==> config.mk <==
export PLATFORM = sky130hd
export DESIGN_NAME = packet_bit_field_get_set
export DESIGN_NICKNAME = d
export VERILOG_FILES = /design/src/sv/bfgs_pkg.sv /design/src/sv/bfgs_ram.sv /design/src/sv/bfgs_field.sv /design/src/sv/packet_bit_field_get_set.sv
export SDC_FILE = /design/constraint.sdc
export NUM_CORES = 2
export LEC_CHECK = 0
export BUFFER_PORTS_ARGS = -buffer_cell sky130_fd_sc_hd__buf_4
export CORE_MARGIN = 4
export CORE_UTILIZATION = 60
export CTS_BUF_LIST = sky130_fd_sc_hd__clkbuf_16
export CTS_CLUSTER_SIZE = 30
export DETAILED_ROUTE_END_ITERATION = 8
export GPL_TIMING_DRIVEN = 1
export HOLD_SLACK_MARGIN = 0.1
export MAX_ROUTING_LAYER = met4
export PLACE_DENSITY = 0.81
export SYNTH_ARGS = -nofsm -noshare
export SYNTH_HDL_FRONTEND = slang
export SYNTH_SLANG_ARGS = --single-unit
export TNS_END_PERCENT = 5
==> constraint.sdc <==
create_clock -name clk -period 23.4 [get_ports clk]
set_clock_uncertainty 0.15 [all_clocks]
set_input_delay 1.17 -clock clk [delete_from_list [all_inputs] [get_ports clk]]
set_output_delay 1.17 -clock clk [all_outputs]
set_load 0.02 [all_outputs]
==> src/sv/bfgs_pkg.sv <==
// ----------------------------------------------------------------------------
// bfgs_pkg
// Shared constants, command codes and state type of the header bit-field
// get/set block.
// ----------------------------------------------------------------------------
`default_nettype none

package bfgs_pkg;

  localparam int BUF_BYTES      = 256;
  localparam int MAX_FIELD_BITS = 64;

  localparam int BYTE_W    = 8;
  localparam int ADDR_W    = 8;
  localparam int CMD_W     = 2;
  localparam int OFF_W     = 11;
  localparam int LEN_W     = 7;
  localparam int FIELD_W   = 64;

  // Buffer organization: rows of 64 bits, byte 0 of a row in its top bits,
  // even rows in one bank and odd rows in the other.
  localparam int ROW_W      = 64;
  localparam int ROW_BYTES  = ROW_W / BYTE_W;
  localparam int ROW_OFF_W  = $clog2(ROW_W);
  localparam int ROWS       = BUF_BYTES / ROW_BYTES;
  localparam int ROW_IDX_W  = $clog2(ROWS);
  localparam int BANK_DEPTH = ROWS / 2;
  localparam int BANK_AW    = ROW_IDX_W - 1;
  localparam int WIN_W      = 2 * ROW_W;
  localparam int SH_W       = $clog2(WIN_W);
  localparam int BUF_BITS   = BUF_BYTES * BYTE_W;

  typedef logic [CMD_W-1:0] cmd_t;

  localparam cmd_t CMD_WR_BYTE = 2'd0;
  localparam cmd_t CMD_RD_BYTE = 2'd1;
  localparam cmd_t CMD_EXTRACT = 2'd2;
  localparam cmd_t CMD_INSERT  = 2'd3;

  typedef enum logic [1:0] {
    ST_IDLE,
    ST_READ,
    ST_EXEC
  } state_t;

endpackage

`default_nettype wire

==> src/sv/bfgs_ram.sv <==
// ----------------------------------------------------------------------------
// bfgs_ram
// One row bank of the header buffer: one write port, one read port with
// registered read data. Contents are undefined until written.
// ----------------------------------------------------------------------------
`default_nettype none

module bfgs_ram (
  input  wire                          clk,
  input  wire                          we,
  input  wire [bfgs_pkg::BANK_AW-1:0]  waddr,
  input  wire [bfgs_pkg::ROW_W-1:0]    wdata,
  input  wire [bfgs_pkg::BANK_AW-1:0]  raddr,
  output logic [bfgs_pkg::ROW_W-1:0]   rdata
);

  logic [bfgs_pkg::ROW_W-1:0] mem [bfgs_pkg::BANK_DEPTH];

  always_ff @(posedge clk) begin
    if (we) begin
      mem[waddr] <= wdata;
    end
  end

  always_ff @(posedge clk) begin
    rdata <= mem[raddr];
  end

endmodule

`default_nettype wire

==> src/sv/bfgs_field.sv <==
// ----------------------------------------------------------------------------
// bfgs_field
// Field alignment over a two-row window: extract a right-aligned field and
// merge a new field value into the window, leaving other bits intact.
// ----------------------------------------------------------------------------
`default_nettype none

module bfgs_field (
  input  wire  [bfgs_pkg::WIN_W-1:0]   win_i,
  input  wire  [bfgs_pkg::SH_W-1:0]    sh_i,
  input  wire  [bfgs_pkg::LEN_W-1:0]   len_i,
  input  wire  [bfgs_pkg::FIELD_W-1:0] val_i,
  output logic [bfgs_pkg::FIELD_W-1:0] field_o,
  output logic [bfgs_pkg::WIN_W-1:0]   mask_o,
  output logic [bfgs_pkg::WIN_W-1:0]   win_o
);

  logic [bfgs_pkg::FIELD_W-1:0] len_mask;
  logic [bfgs_pkg::WIN_W-1:0]   val_w;
  logic [bfgs_pkg::WIN_W-1:0]   shifted;

  // Build a mask of len_i ones at the bottom.
  always_comb begin
    if (32'(len_i) >= bfgs_pkg::FIELD_W) begin
      len_mask = '1;
    end else begin
      len_mask = (bfgs_pkg::FIELD_W'(1) << len_i) - bfgs_pkg::FIELD_W'(1);
    end
  end

  // Shift the field down to bit 0 and drop the bits around it.
  assign shifted = win_i >> sh_i;
  assign field_o = shifted[bfgs_pkg::FIELD_W-1:0] & len_mask;

  // Move the new value up to its place and merge.
  assign mask_o = bfgs_pkg::WIN_W'(len_mask) << sh_i;
  assign val_w  = bfgs_pkg::WIN_W'(val_i & len_mask) << sh_i;
  assign win_o  = (win_i & ~mask_o) | val_w;

endmodule

`default_nettype wire

==> src/sv/packet_bit_field_get_set.sv <==
// ----------------------------------------------------------------------------
// packet_bit_field_get_set
// Sequencing: an accepted command runs through the read of the row banks
//   (READ) and the modify/write-back step (EXEC), which loads the result.
// Commands run one at a time: a new one is taken only after EXEC ends.
// Reset: clears the sequencer and the result valid; buffer contents stay
//   undefined until written (no clearing pass).
// ----------------------------------------------------------------------------
`default_nettype none

module packet_bit_field_get_set (
  input  wire                          clk,
  input  wire                          rst_n,
  // command word
  input  wire                          in_valid,
  output logic                         in_stall,
  input  wire  [bfgs_pkg::CMD_W-1:0]   in_cmd,
  input  wire  [bfgs_pkg::ADDR_W-1:0]  in_byte_addr,
  input  wire  [bfgs_pkg::BYTE_W-1:0]  in_byte_in,
  input  wire  [bfgs_pkg::OFF_W-1:0]   in_bit_offset,
  input  wire  [bfgs_pkg::LEN_W-1:0]   in_bit_length,
  input  wire  [bfgs_pkg::FIELD_W-1:0] in_field_in,
  // result word
  output logic                         out_valid,
  input  wire                          out_stall,
  output logic [bfgs_pkg::FIELD_W-1:0] out_field_out,
  output logic [bfgs_pkg::BYTE_W-1:0]  out_byte_out,
  output logic                         out_range_error
);

  // The buffer is held as 64-bit rows split across an even and an odd bank.
  // Any field of up to 64 bits lies within two consecutive rows, so one read
  // of both banks fetches the whole window. Byte commands are handled as
  // 8-bit fields at offset 8*addr through the same path.

  bfgs_pkg::state_t state_r, state_nxt;

  bfgs_pkg::cmd_t                 cmd_r;
  logic [bfgs_pkg::OFF_W-1:0]     off_r;
  logic [bfgs_pkg::LEN_W-1:0]     len_r;
  logic [bfgs_pkg::FIELD_W-1:0]   val_r;
  logic                           err_r;

  bfgs_pkg::cmd_t                 cmd_nxt;
  logic [bfgs_pkg::OFF_W-1:0]     off_nxt;
  logic [bfgs_pkg::LEN_W-1:0]     len_nxt;
  logic [bfgs_pkg::FIELD_W-1:0]   val_nxt;
  logic                           err_nxt;

  logic                           out_valid_r;
  logic [bfgs_pkg::FIELD_W-1:0]   out_field_r;
  logic [bfgs_pkg::BYTE_W-1:0]    out_byte_r;
  logic                           out_err_r;

  logic                           in_accept;
  logic                           exec_go;
  logic                           is_write;

  logic [bfgs_pkg::ROW_IDX_W-1:0] row0;
  logic [bfgs_pkg::ROW_IDX_W-1:0] row_even;
  logic [bfgs_pkg::ROW_OFF_W-1:0] row_off;
  logic [bfgs_pkg::SH_W:0]        sh_full;
  logic [bfgs_pkg::SH_W-1:0]      sh;

  logic [bfgs_pkg::BANK_AW-1:0]   even_addr;
  logic [bfgs_pkg::BANK_AW-1:0]   odd_addr;
  logic [bfgs_pkg::ROW_W-1:0]     even_rd, odd_rd;
  logic [bfgs_pkg::ROW_W-1:0]     even_wd, odd_wd;
  logic                           even_we, odd_we;

  logic [bfgs_pkg::WIN_W-1:0]     win;
  logic [bfgs_pkg::WIN_W-1:0]     win_new;
  logic [bfgs_pkg::WIN_W-1:0]     win_mask;
  logic [bfgs_pkg::FIELD_W-1:0]   field_val;
  logic                           hi_touch, lo_touch;

  assign in_accept = in_valid && !in_stall;

  // --------------------------------------------------------------------------
  // Command decode at accept: turn byte commands into 8-bit fields and run
  // the range check up front.
  // --------------------------------------------------------------------------
  always_comb begin
    cmd_nxt = bfgs_pkg::cmd_t'(in_cmd);
    if (!in_cmd[1]) begin
      off_nxt = bfgs_pkg::OFF_W'({in_byte_addr, 3'b000});
      len_nxt = bfgs_pkg::LEN_W'(bfgs_pkg::BYTE_W);
      val_nxt = bfgs_pkg::FIELD_W'(in_byte_in);
      err_nxt = 32'(in_byte_addr) >= bfgs_pkg::BUF_BYTES;
    end else begin
      off_nxt = in_bit_offset;
      len_nxt = in_bit_length;
      val_nxt = in_field_in;
      err_nxt = (in_bit_length == '0)
             || (32'(in_bit_length) > bfgs_pkg::MAX_FIELD_BITS)
             || (32'(in_bit_offset) + 32'(in_bit_length) > bfgs_pkg::BUF_BITS);
    end
  end

  // --------------------------------------------------------------------------
  // Window addressing: first row of the field and the row after it.
  // --------------------------------------------------------------------------
  assign row0     = off_r[bfgs_pkg::OFF_W-1:bfgs_pkg::ROW_OFF_W];
  assign row_off  = off_r[bfgs_pkg::ROW_OFF_W-1:0];
  // Even row of the pair; wraps past the last row, which is never touched.
  assign row_even = row0 + bfgs_pkg::ROW_IDX_W'(row0[0]);
  assign even_addr = row_even[bfgs_pkg::ROW_IDX_W-1:1];
  assign odd_addr  = row0[bfgs_pkg::ROW_IDX_W-1:1];

  // Right shift that brings the last field bit to bit 0 of the window.
  assign sh_full = (bfgs_pkg::SH_W+1)'(bfgs_pkg::WIN_W)
                 - (bfgs_pkg::SH_W+1)'(row_off)
                 - (bfgs_pkg::SH_W+1)'(len_r);
  assign sh      = sh_full[bfgs_pkg::SH_W-1:0];

  // First row goes on top of the window.
  assign win = row0[0] ? {odd_rd, even_rd} : {even_rd, odd_rd};

  bfgs_ram u_bank_even (
    .clk   (clk),
    .we    (even_we),
    .waddr (even_addr),
    .wdata (even_wd),
    .raddr (even_addr),
    .rdata (even_rd)
  );

  bfgs_ram u_bank_odd (
    .clk   (clk),
    .we    (odd_we),
    .waddr (odd_addr),
    .wdata (odd_wd),
    .raddr (odd_addr),
    .rdata (odd_rd)
  );

  bfgs_field u_field (
    .win_i   (win),
    .sh_i    (sh),
    .len_i   (len_r),
    .val_i   (val_r),
    .field_o (field_val),
    .mask_o  (win_mask),
    .win_o   (win_new)
  );

  // Split the merged window back onto the banks; write only rows the field
  // actually covers.
  assign hi_touch = |win_mask[bfgs_pkg::WIN_W-1:bfgs_pkg::ROW_W];
  assign lo_touch = |win_mask[bfgs_pkg::ROW_W-1:0];
  assign even_wd  = row0[0] ? win_new[bfgs_pkg::ROW_W-1:0]
                            : win_new[bfgs_pkg::WIN_W-1:bfgs_pkg::ROW_W];
  assign odd_wd   = row0[0] ? win_new[bfgs_pkg::WIN_W-1:bfgs_pkg::ROW_W]
                            : win_new[bfgs_pkg::ROW_W-1:0];

  assign is_write = (cmd_r == bfgs_pkg::CMD_WR_BYTE) || (cmd_r == bfgs_pkg::CMD_INSERT);

  // --------------------------------------------------------------------------
  // Sequencer: next state.
  // --------------------------------------------------------------------------
  always_comb begin
    state_nxt = state_r;
    unique case (state_r)
      bfgs_pkg::ST_IDLE: begin
        if (in_valid) begin
          state_nxt = bfgs_pkg::ST_READ;
        end
      end
      bfgs_pkg::ST_READ: begin
        state_nxt = bfgs_pkg::ST_EXEC;
      end
      bfgs_pkg::ST_EXEC: begin
        if (exec_go) begin
          state_nxt = bfgs_pkg::ST_IDLE;
        end
      end
      default: begin
        state_nxt = bfgs_pkg::ST_IDLE;
      end
    endcase
  end

  // --------------------------------------------------------------------------
  // Sequencer: outputs. Hold in EXEC while the result register is full and
  // stalled; write back only on the cycle the result is loaded.
  // --------------------------------------------------------------------------
  always_comb begin
    in_stall = 1'b1;
    exec_go  = 1'b0;
    even_we  = 1'b0;
    odd_we   = 1'b0;
    unique case (state_r)
      bfgs_pkg::ST_IDLE: begin
        in_stall = 1'b0;
      end
      bfgs_pkg::ST_READ: begin
        in_stall = 1'b1;
      end
      bfgs_pkg::ST_EXEC: begin
        exec_go = !out_valid_r || !out_stall;
        if (exec_go && is_write && !err_r) begin
          even_we = row0[0] ? lo_touch : hi_touch;
          odd_we  = row0[0] ? hi_touch : lo_touch;
        end
      end
      default: begin
        in_stall = 1'b1;
      end
    endcase
  end

  // --------------------------------------------------------------------------
  // Registers.
  // --------------------------------------------------------------------------
  always_ff @(posedge clk) begin
    if (!rst_n) begin
      state_r <= bfgs_pkg::ST_IDLE;
    end else begin
      state_r <= state_nxt;
    end
  end

  // Command word: capture on accept, hold while the command runs.
  always_ff @(posedge clk) begin
    if (in_accept) begin
      cmd_r <= cmd_nxt;
      off_r <= off_nxt;
      len_r <= len_nxt;
      val_r <= val_nxt;
      err_r <= err_nxt;
    end
  end

  // Result register: load in EXEC, drop once taken.
  always_ff @(posedge clk) begin
    if (!rst_n) begin
      out_valid_r <= 1'b0;
    end else if (exec_go) begin
      out_valid_r <= 1'b1;
    end else if (!out_stall) begin
      out_valid_r <= 1'b0;
    end
  end

  always_ff @(posedge clk) begin
    if (exec_go) begin
      out_err_r   <= err_r;
      out_field_r <= (cmd_r == bfgs_pkg::CMD_EXTRACT && !err_r) ? field_val : '0;
      out_byte_r  <= (cmd_r == bfgs_pkg::CMD_RD_BYTE && !err_r)
                   ? field_val[bfgs_pkg::BYTE_W-1:0] : '0;
    end
  end

  assign out_valid       = out_valid_r;
  assign out_field_out   = out_field_r;
  assign out_byte_out    = out_byte_r;
  assign out_range_error = out_err_r;

  // --------------------------------------------------------------------------
  // Assertions.
  // --------------------------------------------------------------------------
  a_write_only_good_store: assert property (@(posedge clk) disable iff (!rst_n)
    (even_we || odd_we) |-> (state_r == bfgs_pkg::ST_EXEC && is_write && !err_r))
    else $error("bank write outside a valid store command");

  a_accept_starts_read: assert property (@(posedge clk) disable iff (!rst_n)
    in_accept |=> (state_r == bfgs_pkg::ST_READ))
    else $error("accepted command did not start a bank read");

  a_result_from_exec: assert property (@(posedge clk) disable iff (!rst_n)
    $rose(out_valid_r) |-> $past(state_r == bfgs_pkg::ST_EXEC))
    else $error("result appeared without an execute cycle");

  a_error_zero_data: assert property (@(posedge clk) disable iff (!rst_n)
    (out_valid_r && out_err_r) |-> (out_field_r == '0 && out_byte_r == '0))
    else $error("refused command returned nonzero data");

endmodule

`default_nettype wire

==> results of run 1 <==
-- metal layers --
| metal | GRT overflow | track usage, % |
|---|---|---|
| met2 | 1031 | 95.2 |
| met4 | 680 | 78.2 |
| met1 | 421 | 87.1 |
| met5 | - | - |
| met3 | 516 | 72.7 |
-- cells by family after synthesis --
family | count (synthesis) | synth area share (%)
AO/OA/AOI/OAI | 1603 | 9.46
XOR/XNOR | 23 | 0.176
adder cells (fa/ha/maj) | 24 | 0.275
buffers and inverters | 680 | 2.33
flip-flops | 2337 | 60.2
multiplexers | 1247 | 19.0
AND/OR/NAND/NOR | 2138 | 8.56
-- cell usage after synthesis (44+ instances only) --
| cell | count |
|---|---|
| buf_1 | 128 |
| buf_2 | 49 |
| and3_1 | 51 |
| a21oi_1 | 322 |
| nor3_1 | 179 |
| nor4_1 | 63 |
| a31oi_1 | 50 |
| and2_1 | 94 |
| o22ai_1 | 87 |
| or3_1 | 51 |
| dfxtp_1 | 131 |
| mux4_2 | 733 |
| inv_1 | 44 |
| a211oi_1 | 87 |
| nand2_1 | 657 |
| nand3_1 | 126 |
| o21ai_0 | 380 |
| o221ai_1 | 49 |
| o211ai_1 | 89 |
| edfxtp_1 | 2206 |
| mux2_2 | 103 |
| clkbuf_1 | 449 |
| a22oi_1 | 52 |
| mux2i_1 | 409 |
| nor2_1 | 713 |
-- per-stage QoR --
step                instances  setup slack (ns)  area (sq um)
floorplan                8052             10.16        114000
global placement        10500             13.30        120000
detailed placement      10500             12.60        120000
CTS                     10900             12.29        127000
==> flow_metrics.env, run 1 <==
export IMPL_die_height_um=445
export IMPL_syn_nets=8180
export IMPL_yosysUniqueCellTypes=108
export IMPL_clk_root_buffer_cell="clkbuf_16"
export IMPL_grt_start_max_net_pins=168
export IMPL_haltStage="global routing"
export IMPL_grt_overflow_total=2648
export IMPL_ys_ff_latch=2337
export IMPL_synth_edff_count=2206
export IMPL_place_congestion=1.17
export IMPL_ys_warn_count=0
export IMPL_htreeDepth=4
export IMPL_ys_flop_type="edfxtp_1"
export IMPL_grt_use_total_pct=84.9
export IMPL_dp_hpwl_mm=442
export IMPL_portBuffers=178
export IMPL_synth_area_leaders="edfxtp_1 58%, mux4_2 14%, mux2i_1 3.6%, nor2_1 2.3%, dfxtp_1 2.3%"
export IMPL_grt_pass1_wl_mm=1120
export IMPL_synth_area_sq_um=114000
export IMPL_numCtsBuffers=216
export IMPL_grt_pass1_vias=112000
export IMPL_ys_seq_area_share_pct=60.2
export IMPL_cts_sinks=2337
export IMPL_syn_inst=8052
export IMPL_io_pins=179
export IMPL_num_rows=160
export IMPL_ctsHoldBuffers=0
export IMPL_async_flop_share_pct=0
export IMPL_ctsResizeCount=0
export IMPL_synth_area_per_cell_sq_um=14.2
export IMPL_start_util_pct=60.2
export IMPL_tool_error="[ERROR GRT-0116] Global routing finished with congestion. Check the congestion regions in the DRC Viewer."
export IMPL_cts_buffer_depth=3
export IMPL_yosysTopAreaCell="edfxtp_1"
export IMPL_die_w_um=445
export IMPL_post_cts_buffers=0
export IMPL_synth_top_area_share_pct=57.9
export IMPL_status="aborted with a tool error"
==> inputs of run 2 (changes only) <==
CORE_UTILIZATION = 40   (was 60)
CTS_BUF_LIST = default   (was sky130_fd_sc_hd__clkbuf_16)
CTS_CLUSTER_SIZE = default   (was 30)
HOLD_SLACK_MARGIN = default   (was 0.1)
MAX_ROUTING_LAYER = default   (was met4)
PLACE_DENSITY = default   (was 0.81)
PLACE_DENSITY_LB_ADDON = 0.15   (was default)
==> run 2 against run 1 <==
Net effect: the flow now finishes, with violations (max-capacitance violations, max-slew violations); synthesized cell count is the same; synthesized area is the same.
==> flow_metrics.env, run 2 <==
export IMPL_status="finished, violations left"
export IMPL_violations="max-capacitance violations, max-slew violations"
export IMPL_yosysUniqueCellTypes=108
export IMPL_place_inst=11800
export IMPL_synth_top_area_share_pct=57.9
export IMPL_arrival_ns=11.22
export IMPL_yosys_top_cells_count="2206 x edfxtp_1, 733 x mux4_2, 713 x nor2_1, 657 x nand2_1, 449 x clkbuf_1"
export IMPL_wl_per_cell_um=45.7
export IMPL_rsz0062_at_grt="false"
export IMPL_io_pins=179
export IMPL_r2r_start="len_r[1]$_SDFFCE_PN0P_"
export IMPL_place_congestion=1.10
export IMPL_post_route_drc_count=0
export IMPL_clk_latency_ns=0.95
export IMPL_num_rows=196
export IMPL_drt_iter0_drc=12100
export IMPL_clk_transition_reported_paths_ns=0.06
export IMPL_setup_violations=0
export IMPL_vdd_ir_drop_max_mv=0.0859
export IMPL_syn_inst=8052
export IMPL_cts_sinks=2337
export IMPL_ys_warn_count=0
export IMPL_hold_viol_final=0
export IMPL_top_regs="u_bank_even.mem x1024, u_bank_odd.mem x1024"
export IMPL_final_common_cell="edfxtp_1"
export IMPL_synth_most_common_cell="edfxtp_1"
export IMPL_hold_path_class="input pin to flop"
export IMPL_ctsResizeCount=0
export IMPL_tns_ns=0
export IMPL_worstSetupStartpointType="flop"
export IMPL_syn2layout_area_growth_pct=14.1
export IMPL_grt_pass1_wl_mm=741
export IMPL_dieArea_sq_um=295000
export IMPL_antenna_found_initial=35
export IMPL_dp_hpwl_mm=413
export IMPL_dp_slack_ns=12.95
export IMPL_layout_common_cells="2206 x edfxtp_1, 733 x mux4_2, 686 x nor2_1"
export IMPL_layout_drive_gt1_share_pct=24.3
export IMPL_ctsHoldBuffers=0
export IMPL_slew_viol_final=9
export IMPL_reg2regPathDepth=22
export IMPL_drtPass1Iterations=7
export IMPL_path_cells="buf_4 > ha_1 > inv_1 > ha_4 > fa_4 > buf_4 > buf_4 > nand2_1 > buf_4 > nor2_1 > o21ai_0 > nor4b_1 > o221ai_1 > o22ai_1 > nor4b_1 > and3_1 > nand4_1 > nor4_1 > nand4_1 > o221ai_2 > nor3_2 > buf_4"
export IMPL_cp_required_ns=23.68
export IMPL_via_per_inst=6.69
export IMPL_cts_tree="done"
export IMPL_hp_start="in_cmd[0]"
export IMPL_grt_overflow_total=0
export IMPL_core_area_sq_um=285000
export IMPL_ys_ff_latch=2337
export IMPL_fin_cells=12300
export IMPL_grt_pass1_vias=77900
export IMPL_clk_root_buffer_cell="clkbuf_16"
export IMPL_slowest_delay_ns=1.41
export IMPL_final_core_util_pct=45.8
export IMPL_multi_input_area_sq_um=43700
export IMPL_crit_path_max_fanout=68
export IMPL_numCtsBuffers=241
export IMPL_max_freq_ghz=0.0914
export IMPL_regToRegSetupSlack_ns=12.46
export IMPL_dr_total_vias=82300
export IMPL_max_cap_viol_count=2
export IMPL_cp_num_buf_inv=6
export IMPL_start_util_pct=40.2
export IMPL_htreeDepth=4
export IMPL_seq_area_sq_um=68900
export IMPL_synth_area_sq_um=114000
export IMPL_synth_area_per_cell_sq_um=14.2
export IMPL_min_path_cells=1
export IMPL_total_power_mw=15.6
export IMPL_ys_seq_area_share_pct=60.2
export IMPL_pwr_density_cell_nw_per_um2=119
export IMPL_yosysTopAreaCell="edfxtp_1"
export IMPL_cp_slowest_cell="fa_4"
export IMPL_synth_edff_count=2206
export IMPL_final_area_sq_um=131000
export IMPL_worst_slew_pin_slew_ns=1.59
export IMPL_slew_headroom_pct=-8.87
export IMPL_grt_use_total_pct=37.4
export IMPL_period_share_pct=46.7
export IMPL_setup_ws_ns=12.46
export IMPL_final_nets=8434
export IMPL_placed_area_sq_um=123000
export IMPL_cts_buffer_depth=4
export IMPL_die_w_um=543
export IMPL_hold_path_end="cmd_r[0]$_DFFE_PP_"
export IMPL_grt_start_max_net_pins=169
export IMPL_ys_flop_type="edfxtp_1"
export IMPL_synth_area_leaders="edfxtp_1 58%, mux4_2 14%, mux2i_1 3.6%, nor2_1 2.3%, dfxtp_1 2.3%"
export IMPL_portBuffers=178
export IMPL_routed_wl_mm=561
export IMPL_async_flop_share_pct=0
export IMPL_post_cts_buffers=0
export IMPL_crit_top_cell="buf_4"
export IMPL_leakage_nw=43.3
export IMPL_cp_end_kind="flop"
export IMPL_fillers=25300
export IMPL_hold_slack_ns=0.324
export IMPL_crit_family="simple AND/OR/NAND/NOR gates"
export IMPL_syn_nets=8180
export IMPL_critPathKind="flop to flop"
export IMPL_rr_endpoint="u_bank_odd.mem[6][36]$_DFFE_PP_"
export IMPL_min_period_ns=10.94
export IMPL_ant_nets=0
export IMPL_die_height_um=543
-- run 2: cells by family after synthesis --
group / synth area share (%)
buf+inv: 2.33
compound gates: 9.46
mux: 19.0
simple gates: 8.56
xor+xnor: 0.176
flops: 60.2
fa+ha+maj: 0.275
-- run 2: how the worst max path moves through the flow --
stage / startpoint / to / slack (ns) / cells past startpoint
floorplan: out_stall / u_bank_even.mem[5][0]$_DFFE_PP_ / 10.16 / 5
global placement: len_r[1]$_SDFFCE_PN0P_ / u_bank_odd.mem[11][46]$_DFFE_PP_ / 12.91 / 22
detailed placement: len_r[1]$_SDFFCE_PN0P_ / u_bank_odd.mem[11][31]$_DFFE_PP_ / 12.95 / 19
CTS: len_r[1]$_SDFFCE_PN0P_ / u_bank_odd.mem[6][36]$_DFFE_PP_ / 12.92 / 19
global route: len_r[1]$_SDFFCE_PN0P_ / u_bank_odd.mem[11][36]$_DFFE_PP_ / 12.52 / 22
finish: len_r[1]$_SDFFCE_PN0P_ / u_bank_odd.mem[6][36]$_DFFE_PP_ / 12.46 / 22
-- run 2: worst register-to-register path, cell delays in order (launching register included) --
cell      delay, ns
edfxtp_1       0.34
buf_4          0.62
ha_1           0.23
inv_1          0.08
ha_4           0.18
fa_4           1.41
buf_4          0.74
buf_4          0.57
nand2_1        0.36
buf_4          0.34
nor2_1         0.34
o21ai_0        0.16
nor4b_1        0.17
o221ai_1       0.42
o22ai_1        0.22
nor4b_1        0.79
and3_1         0.27
nand4_1        0.15
nor4_1         0.69
nand4_1        0.35
o221ai_2       0.92
nor3_2         0.39
buf_4          0.50
-- run 2: power breakdown --
part	internal, mW	total, mW	switching [mW]
Sequential	5.31	5.44	0.128
Clock	2.22	3.85	1.63
Combinational	1.56	6.27	4.71
Total	9.10	15.6	6.46
-- run 2: final cells by class --
cell class              instances  share of cell area, %
diodes                         17                 0.0326
well taps                    3762                   3.61
clock inverters               120                   1.07
flip-flops and latches       2337                   52.7
clock buffers                 331                   5.06
multi-input cells            5035                   33.5
repair buffers                646                   3.86
inverters                      45                  0.145
-- run 2: metal layers --
layer  GRT usage (%)  up-vias  part of all wire (%)
met3            6.20     1182                   7.9
met4            25.8       20                   8.7
li1                -    32900                     -
met2            56.5     4831                    44
met1            49.7    43300                    39
met5               0        -                 0.023
No activity file was read; power rests on OpenSTA's default activity.
